## config.mk

```make
export PLATFORM = sky130hd
export DESIGN_NAME = mesh_packet_frame_parser_core
export DESIGN_NICKNAME = d
export VERILOG_FILES = /design/src/rtl/core/mpfp_pkg.sv /design/src/rtl/core/mesh_packet_frame_parser_core.sv
export SDC_FILE = /design/constraint.sdc
export NUM_CORES = 1
export LEC_CHECK = 0
export ABC_AREA = 1
export BUFFER_PORTS_ARGS = -buffer_cell sky130_fd_sc_hd__clkbuf_2
export CORE_UTILIZATION = 45
export CTS_CLUSTER_SIZE = 20
export DETAILED_ROUTE_END_ITERATION = 12
export PLACE_DENSITY = 0.62
export SLEW_MARGIN = 40
export SYNTH_ARGS = -nofsm -noshare
export SYNTH_HDL_FRONTEND = slang
export SYNTH_SLANG_ARGS = --single-unit
```

## constraint.sdc

```tcl
create_clock -name i_clk -period 4.65 [get_ports i_clk]
set_clock_uncertainty 0.1 [all_clocks]
set_input_delay 0.93 -clock i_clk [delete_from_list [all_inputs] [get_ports i_clk]]
set_output_delay 0.93 -clock i_clk [all_outputs]
set_load 0.02 [all_outputs]
```

## src/rtl/core/mpfp_pkg.sv

```systemverilog
// ---------------------------------------------------------------------------
// mpfp_pkg
// Types and constants shared by the mesh packet frame parser.
// ---------------------------------------------------------------------------
`default_nettype none

package mpfp_pkg;

    localparam int BYTE_W    = 8;
    localparam int ROLE_W    = 3;
    localparam int STATUS_W  = 2;
    localparam int CFG_IDX_W = 2;
    localparam int ROUTE_W   = 2;
    localparam int PTYPE_W   = 4;
    localparam int PVER_W    = 2;
    localparam int HWIDTH_W  = 3;
    localparam int HCOUNT_W  = 6;

    // parse phase, one-hot
    typedef enum logic [5:0] {
        PH_HEADER    = 6'b000001,
        PH_TRANSPORT = 6'b000010,
        PH_PATHLEN   = 6'b000100,
        PH_PATH      = 6'b001000,
        PH_PAYLOAD   = 6'b010000,
        PH_IGNORE    = 6'b100000
    } t_phase;

    typedef enum logic [ROLE_W-1:0] {
        ROLE_HEADER    = 3'd0,
        ROLE_TRANSPORT = 3'd1,
        ROLE_PATHLEN   = 3'd2,
        ROLE_PATH      = 3'd3,
        ROLE_PAYLOAD   = 3'd4,
        ROLE_IGNORED   = 3'd5
    } t_role;

    typedef enum logic [STATUS_W-1:0] {
        ST_GOOD    = 2'd0,
        ST_TRUNC   = 2'd1,
        ST_BADPATH = 2'd2,
        ST_TOOLONG = 2'd3
    } t_status;

    // configuration register indexes
    localparam logic [CFG_IDX_W-1:0] CFG_FLOOD_CODE  = 2'd0;
    localparam logic [CFG_IDX_W-1:0] CFG_DIRECT_CODE = 2'd1;
    localparam logic [CFG_IDX_W-1:0] CFG_MAX_PATH    = 2'd2;
    localparam logic [CFG_IDX_W-1:0] CFG_MAX_PAYLOAD = 2'd3;

    localparam logic [ROUTE_W-1:0] RST_FLOOD_CODE  = 2'd0;
    localparam logic [ROUTE_W-1:0] RST_DIRECT_CODE = 2'd3;
    localparam logic [BYTE_W-1:0]  RST_MAX_PATH    = 8'd64;
    localparam logic [BYTE_W-1:0]  RST_MAX_PAYLOAD = 8'd184;

    localparam logic [BYTE_W-1:0] TRANSPORT_BYTES = 8'd4;
    localparam logic [BYTE_W-1:0] COUNT_MAX       = 8'hFF;
    localparam logic [1:0]        HASH_SEL_BAD    = 2'b11;

    // path byte length from a path-length byte: entries * (size field + 1)
    function automatic logic [BYTE_W-1:0] path_bytes(input logic [BYTE_W-1:0] plen);
        logic [BYTE_W-1:0] w;
        logic [BYTE_W-1:0] n;
        w = BYTE_W'(plen[7:6]) + 8'd1;
        n = BYTE_W'(plen[5:0]);
        return BYTE_W'(n * w);
    endfunction

endpackage

`default_nettype wire

```

## src/rtl/core/mesh_packet_frame_parser_core.sv

```systemverilog
// A byte's result word is loaded into the output register at the edge that accepts the byte.
// Throughput: one byte per cycle while i_ready is high; the output register refills while it is read.
// Timing is set by the phase update and the 6x3 path length product.
// Reset (synchronous, active low) clears the parse state, empties the output
// register and loads the configuration registers with their defaults.
// ---------------------------------------------------------------------------
// mesh_packet_frame_parser_core
// Byte-serial mesh radio frame parser with role tagging and frame status.
// ---------------------------------------------------------------------------
`default_nettype none

module mesh_packet_frame_parser_core (
    input  wire                                 i_clk,
    input  wire                                 i_rst_n,
    // configuration write channel
    input  wire                                 i_cfg_valid,
    output logic                                o_cfg_ready,
    input  wire  [mpfp_pkg::CFG_IDX_W-1:0]      i_cfg_index,
    input  wire  [mpfp_pkg::BYTE_W-1:0]         i_cfg_data,
    // input byte channel
    input  wire                                 i_valid,
    output logic                                o_ready,
    input  wire  [mpfp_pkg::BYTE_W-1:0]         i_rx_byte,
    input  wire                                 i_end_of_frame,
    // result channel
    output logic                                o_valid,
    input  wire                                 i_ready,
    output logic [mpfp_pkg::BYTE_W-1:0]         o_byte_value,
    output logic [mpfp_pkg::ROLE_W-1:0]         o_byte_role,
    output logic [mpfp_pkg::ROUTE_W-1:0]        o_route_kind,
    output logic [mpfp_pkg::PTYPE_W-1:0]        o_payload_kind,
    output logic [mpfp_pkg::PVER_W-1:0]         o_payload_version,
    output logic [mpfp_pkg::HWIDTH_W-1:0]       o_hash_width,
    output logic [mpfp_pkg::HCOUNT_W-1:0]       o_hash_entries,
    output logic                                o_frame_done,
    output logic [mpfp_pkg::STATUS_W-1:0]       o_frame_status
);
    import mpfp_pkg::*;

    // configuration
    logic [ROUTE_W-1:0] r_flood_code;
    logic [ROUTE_W-1:0] r_direct_code;
    logic [BYTE_W-1:0]  r_max_path;
    logic [BYTE_W-1:0]  r_max_payload;

    // parse state
    t_phase            r_phase,   n_phase;
    logic [BYTE_W-1:0] r_field,   n_field;
    logic [BYTE_W-1:0] r_header,  n_header;
    logic [BYTE_W-1:0] r_plen,    n_plen;
    logic [BYTE_W-1:0] r_pay,     n_pay;
    t_status           r_err,     n_err;

    // result register
    logic                r_out_valid;
    logic [BYTE_W-1:0]   r_out_byte;
    t_role               r_out_role;
    logic [BYTE_W-1:0]   r_out_header;
    logic [BYTE_W-1:0]   r_out_plen;
    logic                r_out_done;
    t_status             r_out_status;

    t_role               role;
    t_status             status;
    logic                in_acc;
    logic [ROUTE_W-1:0]  route;
    logic [BYTE_W-1:0]   new_path_n;
    logic [BYTE_W-1:0]   held_path_n;

    assign o_cfg_ready = 1'b1;
    assign o_ready     = !r_out_valid || i_ready;
    assign in_acc      = i_valid && o_ready;

    assign route       = i_rx_byte[ROUTE_W-1:0];
    assign new_path_n  = path_bytes(i_rx_byte);
    assign held_path_n = path_bytes(r_plen);

    always_comb begin
        n_phase  = r_phase;
        n_field  = r_field;
        n_header = r_header;
        n_plen   = r_plen;
        n_pay    = r_pay;
        n_err    = r_err;
        role     = ROLE_IGNORED;
        status   = ST_GOOD;

        case (r_phase)
            PH_HEADER: begin
                role     = ROLE_HEADER;
                n_header = i_rx_byte;
                n_field  = '0;
                if (route == r_flood_code || route == r_direct_code) begin
                    n_phase = PH_TRANSPORT;
                end else begin
                    n_phase = PH_PATHLEN;
                end
            end
            PH_TRANSPORT: begin
                role    = ROLE_TRANSPORT;
                n_field = r_field + 8'd1;
                if (n_field >= TRANSPORT_BYTES) begin
                    n_field = '0;
                    n_phase = PH_PATHLEN;
                end
            end
            PH_PATHLEN: begin
                role    = ROLE_PATHLEN;
                n_plen  = i_rx_byte;
                n_field = '0;
                if (i_rx_byte[7:6] == HASH_SEL_BAD || new_path_n > r_max_path) begin
                    n_err   = ST_BADPATH;
                    n_phase = PH_IGNORE;
                end else if (new_path_n == '0) begin
                    n_phase = PH_PAYLOAD;
                end else begin
                    n_phase = PH_PATH;
                end
            end
            PH_PATH: begin
                role    = ROLE_PATH;
                n_field = r_field + 8'd1;
                if (n_field >= held_path_n) begin
                    n_phase = PH_PAYLOAD;
                end
            end
            PH_PAYLOAD: begin
                role = ROLE_PAYLOAD;
                if (r_pay >= r_max_payload) begin
                    n_err   = ST_TOOLONG;
                    n_phase = PH_IGNORE;
                end
                // saturate on overlong frames
                if (r_pay != COUNT_MAX) begin
                    n_pay = r_pay + 8'd1;
                end
            end
            default: begin
                role    = ROLE_IGNORED;
                n_phase = PH_IGNORE;
            end
        endcase

        if (i_end_of_frame) begin
            if (n_err != ST_GOOD) begin
                status = n_err;
            end else if (!(n_phase == PH_PAYLOAD && n_pay != '0)) begin
                status = ST_TRUNC;
            end else begin
                status = ST_GOOD;
            end
        end
    end

    // configuration registers
    always_ff @(posedge i_clk) begin
        if (!i_rst_n) begin
            r_flood_code  <= RST_FLOOD_CODE;
            r_direct_code <= RST_DIRECT_CODE;
            r_max_path    <= RST_MAX_PATH;
            r_max_payload <= RST_MAX_PAYLOAD;
        end else if (i_cfg_valid && o_cfg_ready) begin
            case (i_cfg_index)
                CFG_FLOOD_CODE:  r_flood_code  <= i_cfg_data[ROUTE_W-1:0];
                CFG_DIRECT_CODE: r_direct_code <= i_cfg_data[ROUTE_W-1:0];
                CFG_MAX_PATH:    r_max_path    <= i_cfg_data;
                CFG_MAX_PAYLOAD: r_max_payload <= i_cfg_data;
                default: begin
                end
            endcase
        end
    end

    // parse state: drop back to header on the last word of a frame
    always_ff @(posedge i_clk) begin
        if (!i_rst_n) begin
            r_phase  <= PH_HEADER;
            r_field  <= '0;
            r_header <= '0;
            r_plen   <= '0;
            r_pay    <= '0;
            r_err    <= ST_GOOD;
        end else if (in_acc) begin
            if (i_end_of_frame) begin
                r_phase  <= PH_HEADER;
                r_field  <= '0;
                r_header <= '0;
                r_plen   <= '0;
                r_pay    <= '0;
                r_err    <= ST_GOOD;
            end else begin
                r_phase  <= n_phase;
                r_field  <= n_field;
                r_header <= n_header;
                r_plen   <= n_plen;
                r_pay    <= n_pay;
                r_err    <= n_err;
            end
        end
    end

    always_ff @(posedge i_clk) begin
        if (!i_rst_n) begin
            r_out_valid <= 1'b0;
        end else if (in_acc) begin
            r_out_valid <= 1'b1;
        end else if (i_ready) begin
            r_out_valid <= 1'b0;
        end
    end

    // result payload: header and path fields as updated by this word
    always_ff @(posedge i_clk) begin
        if (in_acc) begin
            r_out_byte   <= i_rx_byte;
            r_out_role   <= role;
            r_out_header <= n_header;
            r_out_plen   <= n_plen;
            r_out_done   <= i_end_of_frame;
            r_out_status <= status;
        end
    end

    assign o_valid           = r_out_valid;
    assign o_byte_value      = r_out_byte;
    assign o_byte_role       = r_out_role;
    assign o_route_kind      = r_out_header[1:0];
    assign o_payload_kind    = r_out_header[5:2];
    assign o_payload_version = r_out_header[7:6];
    assign o_hash_width      = HWIDTH_W'(r_out_plen[7:6]) + 3'd1;
    assign o_hash_entries    = r_out_plen[5:0];
    assign o_frame_done      = r_out_done;
    assign o_frame_status    = r_out_status;

`ifndef SYNTH
    a_eof_returns_to_header: assert property (@(posedge i_clk) disable iff (!i_rst_n)
        (in_acc && i_end_of_frame) |=> (r_phase == PH_HEADER && r_err == ST_GOOD))
        else $error("parser not back at header after frame end");

    a_status_only_at_end: assert property (@(posedge i_clk) disable iff (!i_rst_n)
        (o_valid && !o_frame_done) |-> (o_frame_status == ST_GOOD))
        else $error("frame status set on a word that does not end the frame");

    a_error_implies_ignore: assert property (@(posedge i_clk) disable iff (!i_rst_n)
        (r_err != ST_GOOD) |-> (r_phase == PH_IGNORE))
        else $error("sticky error held outside the ignore phase");

    a_ignored_role_needs_error: assert property (@(posedge i_clk) disable iff (!i_rst_n)
        (in_acc && r_phase == PH_IGNORE) |=> (o_byte_role == ROLE_IGNORED))
        else $error("word after error not marked ignored");
`endif

endmodule

`default_nettype wire
```

==> results of run 1 <==
## power by group through the flow
stage                     Combinational (mW)  Clock (mW)  Sequential [mW]
after floorplan                        0.189           0            0.908
after detailed placement               0.290           0            0.891
final                                  0.291       0.749            0.873
after global placement                 0.282           0            0.890
after CTS                              0.292       0.769            0.873
after global routing                   0.331       0.792            0.875
## state kept, by name, summed over array words and instances (netlist names), 8 cells and up
signal / count
r_pay: 8
r_field: 8
r_header: 8
o_byte_value: 8
r_out_header: 8
r_max_path: 8
r_max_payload: 8
r_out_plen: 8
r_plen: 8
## metal layers
| metal | GRT usage [%] | wire length (um) | share of wire, % |
|---|---|---|---|
| met1 | 24.7 | 5850 | 46 |
| met2 | 36.0 | 6210 | 48 |
| met3 | 3.55 | 523 | 4.1 |
| met4 | 8.31 | 253 | 2.0 |
| met5 | 0 | 0 | 0 |
## kinds of logic after synthesis
group / after synthesis
and+or+nand+nor: 340
DFF: 91
adders and majority gates: 54
buffers and inverters: 152
xor gates and xnor gates: 14
other: 1
AOI/OAI and AO/OA: 115
## final timing paths
kind / startpoint / end / slack (ns) / cells past startpoint
worst min register to register: r_header[3] / r_header[3] / 0.36 / 2
worst max register to register: r_plen[6] / o_frame_status[0] / 0.59 / 22
worst max-delay path: i_rx_byte[6] / o_frame_status[0] / 0.45 / 22
worst min-delay path: r_header[3] / r_header[3] / 0.36 / 2
## Yosys cell counts, types with 9 or more instances
cell	count
sky130_fd_sc_hd__ha_1	44
sky130_fd_sc_hd__o21ai_1	14
sky130_fd_sc_hd__nand3_1	45
sky130_fd_sc_hd__fa_1	10
sky130_fd_sc_hd__dfxtp_1	61
sky130_fd_sc_hd__edfxtp_1	30
sky130_fd_sc_hd__o21ai_0	28
sky130_fd_sc_hd__inv_1	114
sky130_fd_sc_hd__nor2_1	34
sky130_fd_sc_hd__nand4_1	11
sky130_fd_sc_hd__inv_2	9
sky130_fd_sc_hd__nand2_1	227
sky130_fd_sc_hd__clkbuf_1	14
sky130_fd_sc_hd__a21oi_1	65
sky130_fd_sc_hd__xnor2_1	9
## final cells by class
type	instances	area (um^2)
clock buffers	11	243
clock inverters	5	58.8
fillers	1191	5800
inverters	125	469
multi-input cells	524	2950
flip-flops and latches	91	2120
well taps	168	210
repair buffers	60	310
## critical path: stages
cell and delay (ns):
sky130_fd_sc_hd__clkbuf_2 0.13, sky130_fd_sc_hd__ha_1 0.32, sky130_fd_sc_hd__nand2_1 0.13, sky130_fd_sc_hd__fa_1 0.55
sky130_fd_sc_hd__inv_1 0.05, sky130_fd_sc_hd__ha_1 0.36, sky130_fd_sc_hd__nand2_1 0.08, sky130_fd_sc_hd__inv_1 0.03
sky130_fd_sc_hd__o21ai_0 0.19, sky130_fd_sc_hd__nand4_1 0.12, sky130_fd_sc_hd__nand2_1 0.11, sky130_fd_sc_hd__inv_1 0.05
sky130_fd_sc_hd__ha_1 0.28, sky130_fd_sc_hd__nand2_1 0.07, sky130_fd_sc_hd__nor2_1 0.14, sky130_fd_sc_hd__nand4_1 0.11
sky130_fd_sc_hd__nand2_1 0.10, sky130_fd_sc_hd__nand3_1 0.09, sky130_fd_sc_hd__o21ai_1 0.17, sky130_fd_sc_hd__nand2_1 0.07
sky130_fd_sc_hd__nand2_1 0.07, sky130_fd_sc_hd__a21oi_2 0.05
## stage by stage
stage / power (mW) / worst slack (ns) / hold slack, ns / cell area, um^2 / utilization [%]
2_1_floorplan: 1.10 / 0.503 / 0.335 / 5680 / -
4_1_cts: 1.93 / 0.464 / 0.367 / 6360 / 52.3
6_report: 1.91 / 0.451 / 0.364 / 6360 / 52.3
3_3_place_gp: 1.17 / 0.259 / 0.351 / 6060 / 49.8
3_5_place_dp: 1.18 / 0.0957 / 0.356 / 6060 / 49.8
5_1_grt: 2.00 / 0.151 / 0.379 / 6360 / 52.3
==> Flow_metrics.wiki, run 1 <==
{| class="wikitable"
! Metric !! Value
|-
| Outcome || complete, no violations
|-
| Number of global-route vias before repair || 4505
|-
| Number of nets with antenna violations after routing || 0
|-
| Number of cells produced by synthesis || 767
|-
| Mapped Area || between 5000 and 6000 um^2
|-
| Ratio of total power to cell area || ~300 nW/um^2
|-
| Share of the synthesized netlist area taken by xor and xnor gates || roughly 2.2%
|-
| Overall overflow remaining after global route || 0
|-
| Number of buffers inserted by hold repair at cts || 0
|-
| Arr. time, crit path || between 4 and 5 ns
|-
| Count of input and output buffers || 56
|-
| Post-cts gate resize count || 0
|-
| Fraction of layout cells with a size suffix above 1 || approximately 13%
|-
| Upper clock frequency limit || between 0.2 and 0.25 GHz
|-
| Internal Dissipation || around 1.4 mW
|-
| Average vias per placed instance || 5.06
|-
| CTS sink cnt || 91
|-
| Fraction of power consumed by sequential logic || between 40 and 50%
|-
| Dominant cells by area after synthesis || sky130_fd_sc_hd__dfxtp_1 21%, sky130_fd_sc_hd__edfxtp_1 16%, sky130_fd_sc_hd__nand2_1 15%
|-
| Worst EP required || 4.65 ns
|-
| Largest net degree at the start of global routing || 32
|-
| Number of placed instances with taps included || roughly 970
|-
| Cell at the root of the clock tree || sky130_fd_sc_hd__clkbuf_16
|-
| Switching Power || 0.525 mW
|-
| H-tree lvl count || 3
|-
| Final number of max-transition violations || 0
|-
| Per-instance average area after synthesis || ~7.4 um^2
|-
| Fraction of post-synthesis cell area in the top cell type by area || approximately 21%
|-
| Area of the die || between 10000 and 15000 um^2
|-
| Yosys cell types || 34
|-
| Clock network latency to the later pin of the worst-skew pair || roughly 0.35 ns
|-
| Die span in y || about 110 um
|-
| Static leakage || around 3.1 nW
|-
| Worst hold path type || flop to flop
|-
| Total I/O pin count || slightly below 60
|-
| DR pass1 iterations || 5
|-
| Clock tree from TritonCTS || done
|-
| Number of antenna cells inserted || 0
|-
| Most used cells in the layout excluding fill and tap cells || 227 x sky130_fd_sc_hd__nand2_1, 114 x sky130_fd_sc_hd__inv_1, 65 x sky130_fd_sc_hd__a21oi_1
|-
| Endpoint class of the critical path || flop
|-
| Tightest Pin Transition || approximately 0.76 ns
|-
| Total DRC errors in the routed layout || 0
|-
| Unrepaired setup endpoints after global routing || no
|-
| Post CTS Setup Buffer Count || 0
|-
| CP max FO || 8
|-
| Most common cell after layout, fill and taps aside || sky130_fd_sc_hd__nand2_1
|-
| Max-cap check violation count || 0
|-
| Initial antenna violation count || 0
|-
| Net count after synthesis || roughly 850
|-
| Library cell with the largest summed area after synthesis || sky130_fd_sc_hd__dfxtp_1
|-
| Share of synthesized cell area in and, or, nand and nor gates || about a quarter
|-
| Detailed router's first-iteration violation count || 335
|-
| Clock-pin slew on the worst setup and hold paths || roughly 0.06 ns
|-
| Area delta synth->final || 12.0%
|-
| Adder and majority gate portion of the synthesized area || approximately an eighth
|-
| Number of enable flip-flop cells after synthesis || 30
|-
| Predominant post-synthesis flop cell || sky130_fd_sc_hd__dfxtp_1
|-
| Total Nets Final || 889
|-
| Part of the Yosys area used for sequential elements || between 30 and 40%
|-
| Final setup violation count || 0
|-
| Endpoints failing hold || 0
|-
| Final Cycle Share || 90.3%
|-
| Global placer's final weighted congestion || between 0.8 and 0.9
|-
| Share of cell area taken by muxes after synthesis || 0%
|-
| Minimum clock period after layout || around 4.2 ns
|-
| Number of standard cells in the layout, taps in and fillers out || 984
|-
| Fraction of power spent switching nets || about 27%
|-
| Final-layout setup total negative slack || 0 ns
|-
| Total track usage || approximately 20%
|-
| CTS Buf Count || 9
|-
| Largest family of logic cells by synthesized area || simple AND/OR/NAND/NOR gates
|-
| Vias || 4977
|-
| Routed Wire Length || 12800 um
|-
| Critical Path Start Type || input port
|-
| Number of warnings issued by yosys || 0
|-
| Number of placement rows || 40
|-
| Horizontal extent of the die || around 110 um
|-
| Share of total power in combinational logic || 15.2%
|-
| Global-route wire length before repair || ~21000 um
|-
| Compound-gate portion of the synthesized area || 10.5%
|-
| Maximum resistive drop on vdd || about 0.00017 V
|-
| Max_slew headroom || ~49%
|-
| Detailed-route wire length per cell || 13.0 um
|-
| Max clock buf depth || 2
|-
| Ys async rst share || 0%
|-
| Clock network fraction of total power || between 30% and 40%
|-
| Std-Cell Core Area || between 10000 and 15000 um^2
|-
| Initial cell density of the core || 46.7%
|-
| WS Path Type || input port to flop
|-
| Flip-flop and latch count after synthesis || 91
|-
| Sum of net half-perimeters after detailed placement || a little under 10000 um
|}
(Power assumes the default switching activity.)
==> run 2, diff against run 1 <==
==> constraint.sdc (replaced) <==
create_clock -name i_clk -period 4.65 [get_ports i_clk]
set_clock_uncertainty 0.1 [all_clocks]
set_input_delay 0.2325 -clock i_clk [delete_from_list [all_inputs] [get_ports i_clk]]
set_output_delay 0.2325 -clock i_clk [all_outputs]
set_load 0.02 [all_outputs]
==> Flow_metrics.wiki, run 2 (synthesis gave the netlist of run 1 again) <==
{| class="wikitable"
! Metric !! Value
|-
| Number of global-route vias before repair || 4718 (was 4505)
|-
| Initial cell density of the core || 46.7% (unchanged)
|-
| Number of buffer and inverter stages on the critical path || 5 (was 4)
|-
| Unrepaired setup endpoints after global routing || no (unchanged)
|-
| Final setup violation count || 0 (unchanged)
|-
| Total track usage || 21.4% (was 20.4%)
|-
| Number of placement rows || 40 (unchanged)
|-
| Fillers || 1184 (was 1191)
|-
| Global-route wire length before repair || 21700 um (was 20900 um)
|-
| Average vias per placed instance || 4.97 (was 5.06)
|-
| Worst hold path type || input port to flop (was flop to flop)
|-
| Detailed router's first-iteration violation count || 296 (was 335)
|-
| Max_slew headroom || 46.5% (was 49.1%)
|-
| Outcome || complete, no violations (unchanged)
|-
| Post-cts gate resize count || 0 (unchanged)
|-
| Most common cell after layout, fill and taps aside || sky130_fd_sc_hd__nand2_1 (unchanged)
|-
| Tightest Pin Transition || 0.801 ns (was 0.761 ns)
|-
| Largest net degree at the start of global routing || 44 (was 32)
|-
| Slowest cell on the critical path || sky130_fd_sc_hd__dlygate4sd3_1 (was sky130_fd_sc_hd__fa_1)
|-
| Overall power || 1.87 mW (was 1.91 mW)
|-
| Area of the die || 13100 um^2 (unchanged)
|-
| Arr. time, crit path || 4.11 ns (was 4.20 ns)
|-
| Area taken by flip-flops and latches || 2120 um^2 (unchanged)
|-
| Area delta synth->final || 11.8% (was 12.0%)
|-
| WS Path Type || input port to flop (unchanged)
|-
| Final number of max-transition violations || 0 (unchanged)
|-
| Max clock buf depth || 2 (unchanged)
|-
| Total I/O pin count || 58 (unchanged)
|-
| Die span in y || 114 um (unchanged)
|-
| Delay of the slowest critical-path stage || 0.53 ns (was 0.55 ns)
|-
| Clock tree from TritonCTS || done (unchanged)
|-
| Multi-input gate area in the final layout || 2950 um^2 (unchanged)
|-
| Total DRC errors in the routed layout || 0 (unchanged)
|-
| DR pass1 iterations || 5 (unchanged)
|-
| Horizontal extent of the die || 114 um (unchanged)
|-
| Clock network latency to the later pin of the worst-skew pair || 0.35 ns (about the same)
|-
| Fraction of layout cells with a size suffix above 1 || 12.5% (was 12.6%)
|-
| Final Cycle Share || 88.2% (was 90.3%)
|-
| Ratio of total power to cell area || 295 nW/um^2 (was 301 nW/um^2)
|-
| Number of nets with antenna violations after routing || 0 (unchanged)
|-
| CTS Buf Count || 9 (unchanged)
|-
| Minimum clock period after layout || 4.10 ns (was 4.20 ns)
|-
| Endpoints failing hold || 0 (unchanged)
|-
| Initial antenna violation count || 0 (unchanged)
|-
| Worst hold margin || 0.0238 ns (was 0.364 ns)
|-
| Max-cap check violation count || 0 (unchanged)
|-
| Std-Cell Core Area || 12200 um^2 (unchanged)
|-
| CP max FO || 6 (was 8)
|-
| H-tree lvl count || 3 (unchanged)
|-
| Total Nets Final || 890 (was 889)
|-
| Number of antenna cells inserted || 0 (unchanged)
|-
| Sum of net half-perimeters after detailed placement || 9610 um (was 9820 um)
|-
| Upper clock frequency limit || 0.244 GHz (was 0.238 GHz)
|-
| Worst EP required || 4.66 ns (was 4.65 ns)
|-
| Static leakage || 3.09 nW (was 3.10 nW)
|-
| Critical Path Start Type || input port (unchanged)
|-
| Most used cells in the layout excluding fill and tap cells || 227 x sky130_fd_sc_hd__nand2_1, 114 x sky130_fd_sc_hd__inv_1, 65 x sky130_fd_sc_hd__a21oi_1 (unchanged)
|-
| Endpoint class of the critical path || flop (unchanged)
|-
| Maximum resistive drop on vdd || 0.000175 V (was 0.000171 V)
|-
| Cell at the root of the clock tree || sky130_fd_sc_hd__clkbuf_16 (unchanged)
|-
| CTS sink cnt || 91 (unchanged)
|-
| Vias || 4894 (was 4977)
|-
| Final-layout setup total negative slack || 0 ns (unchanged)
|-
| Global placer's final weighted congestion || 0.860 (was 0.851)
|-
| Sequence of cells on the critical path || dlygate4sd3_1 > clkbuf_2 > ha_1 > nand2_1 > fa_1 > inv_1 > ha_1 > nand2_1 > inv_1 > o21ai_0 > nand4_1 > nand2_1 > inv_1 > ha_1 > nand2_1 > nor2_1 > nand4_1 > nand2_1 > nand3_1 > o21ai_1 > nand2_1 > nand2_1 > a21oi_2 (was clkbuf_2 > ha_1 > nand2_1 > fa_1 > inv_1 > ha_1 > nand2_1 > inv_1 > o21ai_0 > nand4_1 > nand2_1 > inv_1 > ha_1 > nand2_1 > nor2_1 > nand4_1 > nand2_1 > nand3_1 > o21ai_1 > nand2_1 > nand2_1 > a21oi_2)
|-
| Count of input and output buffers || 56 (unchanged)
|-
| Largest delay share family, worst path || adder cells (unchanged)
|-
| Clock-pin slew on the worst setup and hold paths || 0.07 ns (was 0.06 ns)
|-
| Detailed-route wire length per cell || 13.0 um (about the same)
|-
| Overall overflow remaining after global route || 0 (unchanged)
|-
| Most Frequent Cell on Critical Path || sky130_fd_sc_hd__nand2_1 (unchanged)
|-
| Final standard cell utilization of the core || 52.2% (was 52.3%)
|-
| Routed Wire Length || 12800 um (about the same)
|}
-- run 2: worst reg2reg max path, cell delays in order, from the launching register on --
cell and delay, ns:
sky130_fd_sc_hd__dfxtp_1 0.35, sky130_fd_sc_hd__ha_1 0.39, sky130_fd_sc_hd__nand2_1 0.11, sky130_fd_sc_hd__fa_1 0.52, sky130_fd_sc_hd__inv_1 0.05, sky130_fd_sc_hd__ha_1 0.34
sky130_fd_sc_hd__a21oi_1 0.17, sky130_fd_sc_hd__nand2_1 0.09, sky130_fd_sc_hd__a21o_1 0.17, sky130_fd_sc_hd__a21oi_1 0.16, sky130_fd_sc_hd__xor2_1 0.09, sky130_fd_sc_hd__ha_1 0.30
sky130_fd_sc_hd__nand2_1 0.07, sky130_fd_sc_hd__nor2_1 0.13, sky130_fd_sc_hd__nand4_1 0.10, sky130_fd_sc_hd__nand3_1 0.13, sky130_fd_sc_hd__nand2_1 0.07, sky130_fd_sc_hd__nand2_1 0.05
sky130_fd_sc_hd__inv_1 0.04, sky130_fd_sc_hd__o21ai_1 0.11, sky130_fd_sc_hd__nand2_1 0.07, sky130_fd_sc_hd__nand2_1 0.07, sky130_fd_sc_hd__a21oi_2 0.05
-- run 2: through the flow --
stage	area (um^2)	setup slack (ns)	instances
after floorplan	5680	1.05	767
after global placement	6060	0.860	968
after detailed placement	6060	0.639	968
after CTS	6350	0.558	985
after global routing	6350	0.207	985
final	6350	0.547	985
-- run 2: area by class of cell --
cell class,count,share of cell area [%]
Inverter,125,7.38
Multi-Input combinational cell,524,46.4
Timing Repair Buffer,61,5.04
Clock buffer,10,3.60
Sequential cell,91,33.4
Clock inverter,6,0.847
Tap cell,168,3.31
-- run 2: per-layer routing --
metal	vias to the layer above	wire (um)	track usage [%]
met1	2243	5890	26.0
met3	24	450	4.13
met5	-	0	0
li1	2534	-	-
met4	0	269	7.97
met2	93	6200	37.5
-- run 2: what timing repair did --
action                    in CTS  in global routing
hold buffers                   1                  0
setup buffers                  0                  0
hold endpoints to repair       1                  0
-- run 2: path summary, 6_finish.rpt --
kind                            slack [ns]                 to  cells after the start           from
worst max-delay path                  0.55  o_frame_status[0]                     23   i_rx_byte[7]
worst min-delay path                  0.02      r_max_path[6]                      3  i_cfg_data[6]
worst max register to register        0.67  o_frame_status[0]                     22      r_plen[6]
worst min register to register        0.37        r_header[0]                      2    r_header[0]
-- run 2: report_power, final --
part	internal [mW]	switching [mW]	total, mW
Clock	0.374	0.335	0.709
Combinational	0.0948	0.195	0.290
Sequential	0.859	0.0144	0.873
==> run 3, diff against run 2 <==
- CAP_MARGIN: default -> 20
- clock period: 4.65 -> 4.5 ns (I/O delays scaled with it)
==> Flow_metrics.wiki, run 3 (synthesis gave the netlist of run 1 again) <==
{| class="wikitable"
! Metric !! Value
|-
| Number of buffers inserted by hold repair at cts || 1 (unchanged)
|-
| Number of antenna cells inserted || 0 (unchanged)
|-
| Sum of net half-perimeters after detailed placement || 9620 um (was 9610 um)
|-
| Met1 wire length || 5880 um (was 5890 um)
|-
| Global placer's final weighted congestion || 0.864 (was 0.860)
|-
| Critical Path Start Type || input port (unchanged)
|-
| H-tree lvl count || 3 (unchanged)
|-
| Global-route wire length before repair || 21900 um (was 21700 um)
|-
| Clock-pin slew on the worst setup and hold paths || 0.07 ns (about the same)
|-
| Clock network latency to the later pin of the worst-skew pair || 0.35 ns (about the same)
|-
| Max-cap check violation count || 0 (unchanged)
|-
| CTS Buf Count || 9 (unchanged)
|-
| Area delta synth->final || 12.2% (was 11.8%)
|-
| Max clock buf depth || 2 (unchanged)
|-
| CTS sink cnt || 91 (unchanged)
|-
| Final standard cell utilization of the core || 52.4% (was 52.2%)
|-
| Tightest Pin Transition || 0.825 ns (was 0.801 ns)
|-
| Area of the die || 13100 um^2 (unchanged)
|-
| Vias || 4929 (was 4894)
|-
| Die span in y || 114 um (unchanged)
|-
| Overall overflow remaining after global route || 0 (unchanged)
|-
| Endpoints failing hold || 0 (unchanged)
|-
| Minimum clock period after layout || 4.04 ns
|-
| Horizontal extent of the die || 114 um (unchanged)
|-
| WS Path Type || input port to flop (unchanged)
|-
| Most common cell after layout, fill and taps aside || sky130_fd_sc_hd__nand2_1 (unchanged)
|-
| Maximum resistive drop on vdd || 0.000156 V (was 0.000175 V)
|-
| Worst setup path startpoint || i_rx_byte[7] (unchanged)
|-
| Initial antenna violation count || 0 (unchanged)
|-
| Number of global-route vias before repair || 4792 (was 4718)
|-
| Routed Wire Length || 12800 um (about the same)
|-
| Placement Cell Area || 6060 um^2 (unchanged)
|-
| Largest net degree at the start of global routing || 44 (unchanged)
|-
| Static leakage || 3.10 nW (was 3.09 nW)
|-
| Top layer reached by signal wires || met4 (unchanged)
|-
| Detailed-route wire length per cell || 13.0 um (about the same)
|-
| Total I/O pin count || 58 (unchanged)
|-
| Final number of max-transition violations || 0 (unchanged)
|-
| Area taken by flip-flops and latches || 2120 um^2 (unchanged)
|-
| Ratio of total power to cell area || 310 nW/um^2 (was 295 nW/um^2)
|-
| Cell at the root of the clock tree || sky130_fd_sc_hd__clkbuf_16 (unchanged)
|-
| Fillers || 1176 (was 1184)
|-
| Arr. time, crit path || 4.04 ns (was 4.11 ns)
|-
| Initial cell density of the core || 46.7% (unchanged)
|-
| Multi-input gate area in the final layout || 2950 um^2 (unchanged)
|-
| Std-Cell Core Area || 12200 um^2 (unchanged)
|-
| Count of cells along the worst hold path || 3 (unchanged)
|-
| Total Nets Final || 890 (unchanged)
|-
| Post CTS Setup Buffer Count || 0 (unchanged)
|-
| Reg2Reg Depth || 22 (unchanged)
|-
| Detailed router's first-iteration violation count || 234 (was 296)
|-
| Fraction of layout cells with a size suffix above 1 || 12.5% (unchanged)
|-
| Most used cells in the layout excluding fill and tap cells || 227 x sky130_fd_sc_hd__nand2_1, 114 x sky130_fd_sc_hd__inv_1, 65 x sky130_fd_sc_hd__a21oi_1 (unchanged)
|-
| Average vias per placed instance || 5.00 (was 4.97)
|-
| DR pass1 iterations || 5 (unchanged)
|-
| Final Cycle Share || approximately 90%
|-
| Launch instance of the worst register-to-register path || r_plen[6] (unchanged)
|-
| Max_slew headroom || 44.9% (was 46.5%)
|-
| Number of placed instances with taps included || 968 (unchanged)
|-
| Routed length on met2 || 6120 um (was 6200 um)
|-
| Worst hold path type || input port to flop (unchanged)
|-
| Final-layout setup total negative slack || 0 ns (unchanged)
|-
| Worst hold path startpoint || i_cfg_data[6] (unchanged)
|-
| Total DRC errors in the routed layout || 0 (unchanged)
|-
| Number of nets with antenna violations after routing || 0 (unchanged)
|-
| Routed wire length on met3 || 507 um (was 450 um)
|-
| Reg-to-reg slack, setup || 0.54 ns (was 0.67 ns)
|-
| Final setup violation count || 0 (unchanged)
|-
| Final Instance Area || 6370 um^2 (was 6350 um^2)
|-
| Number of standard cells in the layout, taps in and fillers out || 985 (unchanged)
|-
| CP max FO || 6 (unchanged)
|-
| Upper clock frequency limit || ~0.25 GHz
|-
| Outcome || complete, no violations (unchanged)
|-
| WHS Endpoint || r_max_path[6] (unchanged)
|-
| Capture point of the worst reg-to-reg path || o_frame_status[0] (unchanged)
|-
| Total track usage || 21.4% (about the same)
|-
| Worst EP required || 4.50 ns (was 4.66 ns)
|-
| Number of placement rows || 40 (unchanged)
|-
| Endpoint class of the critical path || flop (unchanged)
|-
| Unrepaired setup endpoints after global routing || no (unchanged)
|-
| Overall power || 1.97 mW (was 1.87 mW)
|-
| Count of input and output buffers || 56 (unchanged)
|-
| Post-cts gate resize count || 0 (unchanged)
|-
| Clock tree from TritonCTS || done (unchanged)
|}
[run 3: cell types whose count changed in the layout (fill, tap and decap cells not counted), sizes merged]
cell	before	now
inv	128	125
clkinv	2	4
bufinv	0	1
[run 3: how the worst max path moves through the flow]
stage / end / slack, ns / depth (start not counted)
after global placement: o_frame_status[0] / 0.71 / 22
after global routing: o_frame_status[0] / 0.17 / 23
after CTS: o_frame_status[0] / 0.45 / 23
after detailed placement: o_frame_status[0] / 0.55 / 22
after floorplan: o_frame_status[0] / 0.90 / 22
final: o_frame_status[0] / 0.46 / 23
[run 3: area by class of cell]
| cell class | count | share of cell area [%] |
|---|---|---|
| inverter | 125 | 7.36 |
| sequential | 91 | 33.3 |
| multi-input combinational | 524 | 46.3 |
| clock inverter | 6 | 1.14 |
| clock buffer | 10 | 3.59 |
| tap | 168 | 3.30 |
| timing repair buffer | 61 | 5.03 |
[run 3: through the flow]
step / hold WS (ns) / setup slack (ns)
final: 0.0189 / 0.461
after global routing: 0.0216 / 0.166
after CTS: 0.0119 / 0.445
after detailed placement: 0.356 / 0.554
after global placement: 0.351 / 0.709
after floorplan: 0.224 / 0.902
[run 3: per-layer routing]
metal	up-vias	GRT usage (%)
li1	2538	-
met1	2268	26.2
met2	104	37.7
met3	19	3.65
met4	0	8.05
met5	-	0
[run 3: report_power, final]
group          switching, mW  internal [mW]
logic                  0.201         0.0984
registers             0.0143          0.887
clock network          0.336          0.437
total                  0.551           1.42
[run 3: critical path, stage by stage]
cell                            delay [ns]
sky130_fd_sc_hd__dlygate4sd3_1        0.53
sky130_fd_sc_hd__clkbuf_2             0.13
sky130_fd_sc_hd__ha_1                 0.38
sky130_fd_sc_hd__nand2_1              0.11
sky130_fd_sc_hd__fa_1                 0.52
sky130_fd_sc_hd__inv_1                0.05
sky130_fd_sc_hd__ha_1                 0.36
sky130_fd_sc_hd__nand2_1              0.09
sky130_fd_sc_hd__inv_1                0.03
sky130_fd_sc_hd__o21ai_0              0.20
sky130_fd_sc_hd__nand4_1              0.11
sky130_fd_sc_hd__nand2_1              0.10
sky130_fd_sc_hd__inv_1                0.05
sky130_fd_sc_hd__ha_1                 0.28
sky130_fd_sc_hd__nand2_1              0.07
sky130_fd_sc_hd__nor2_1               0.14
sky130_fd_sc_hd__nand4_1              0.09
sky130_fd_sc_hd__nand2_1              0.11
sky130_fd_sc_hd__nand3_1              0.11
sky130_fd_sc_hd__o21ai_1              0.17
sky130_fd_sc_hd__nand2_1              0.07
sky130_fd_sc_hd__nand2_1              0.07
sky130_fd_sc_hd__a21oi_2              0.05
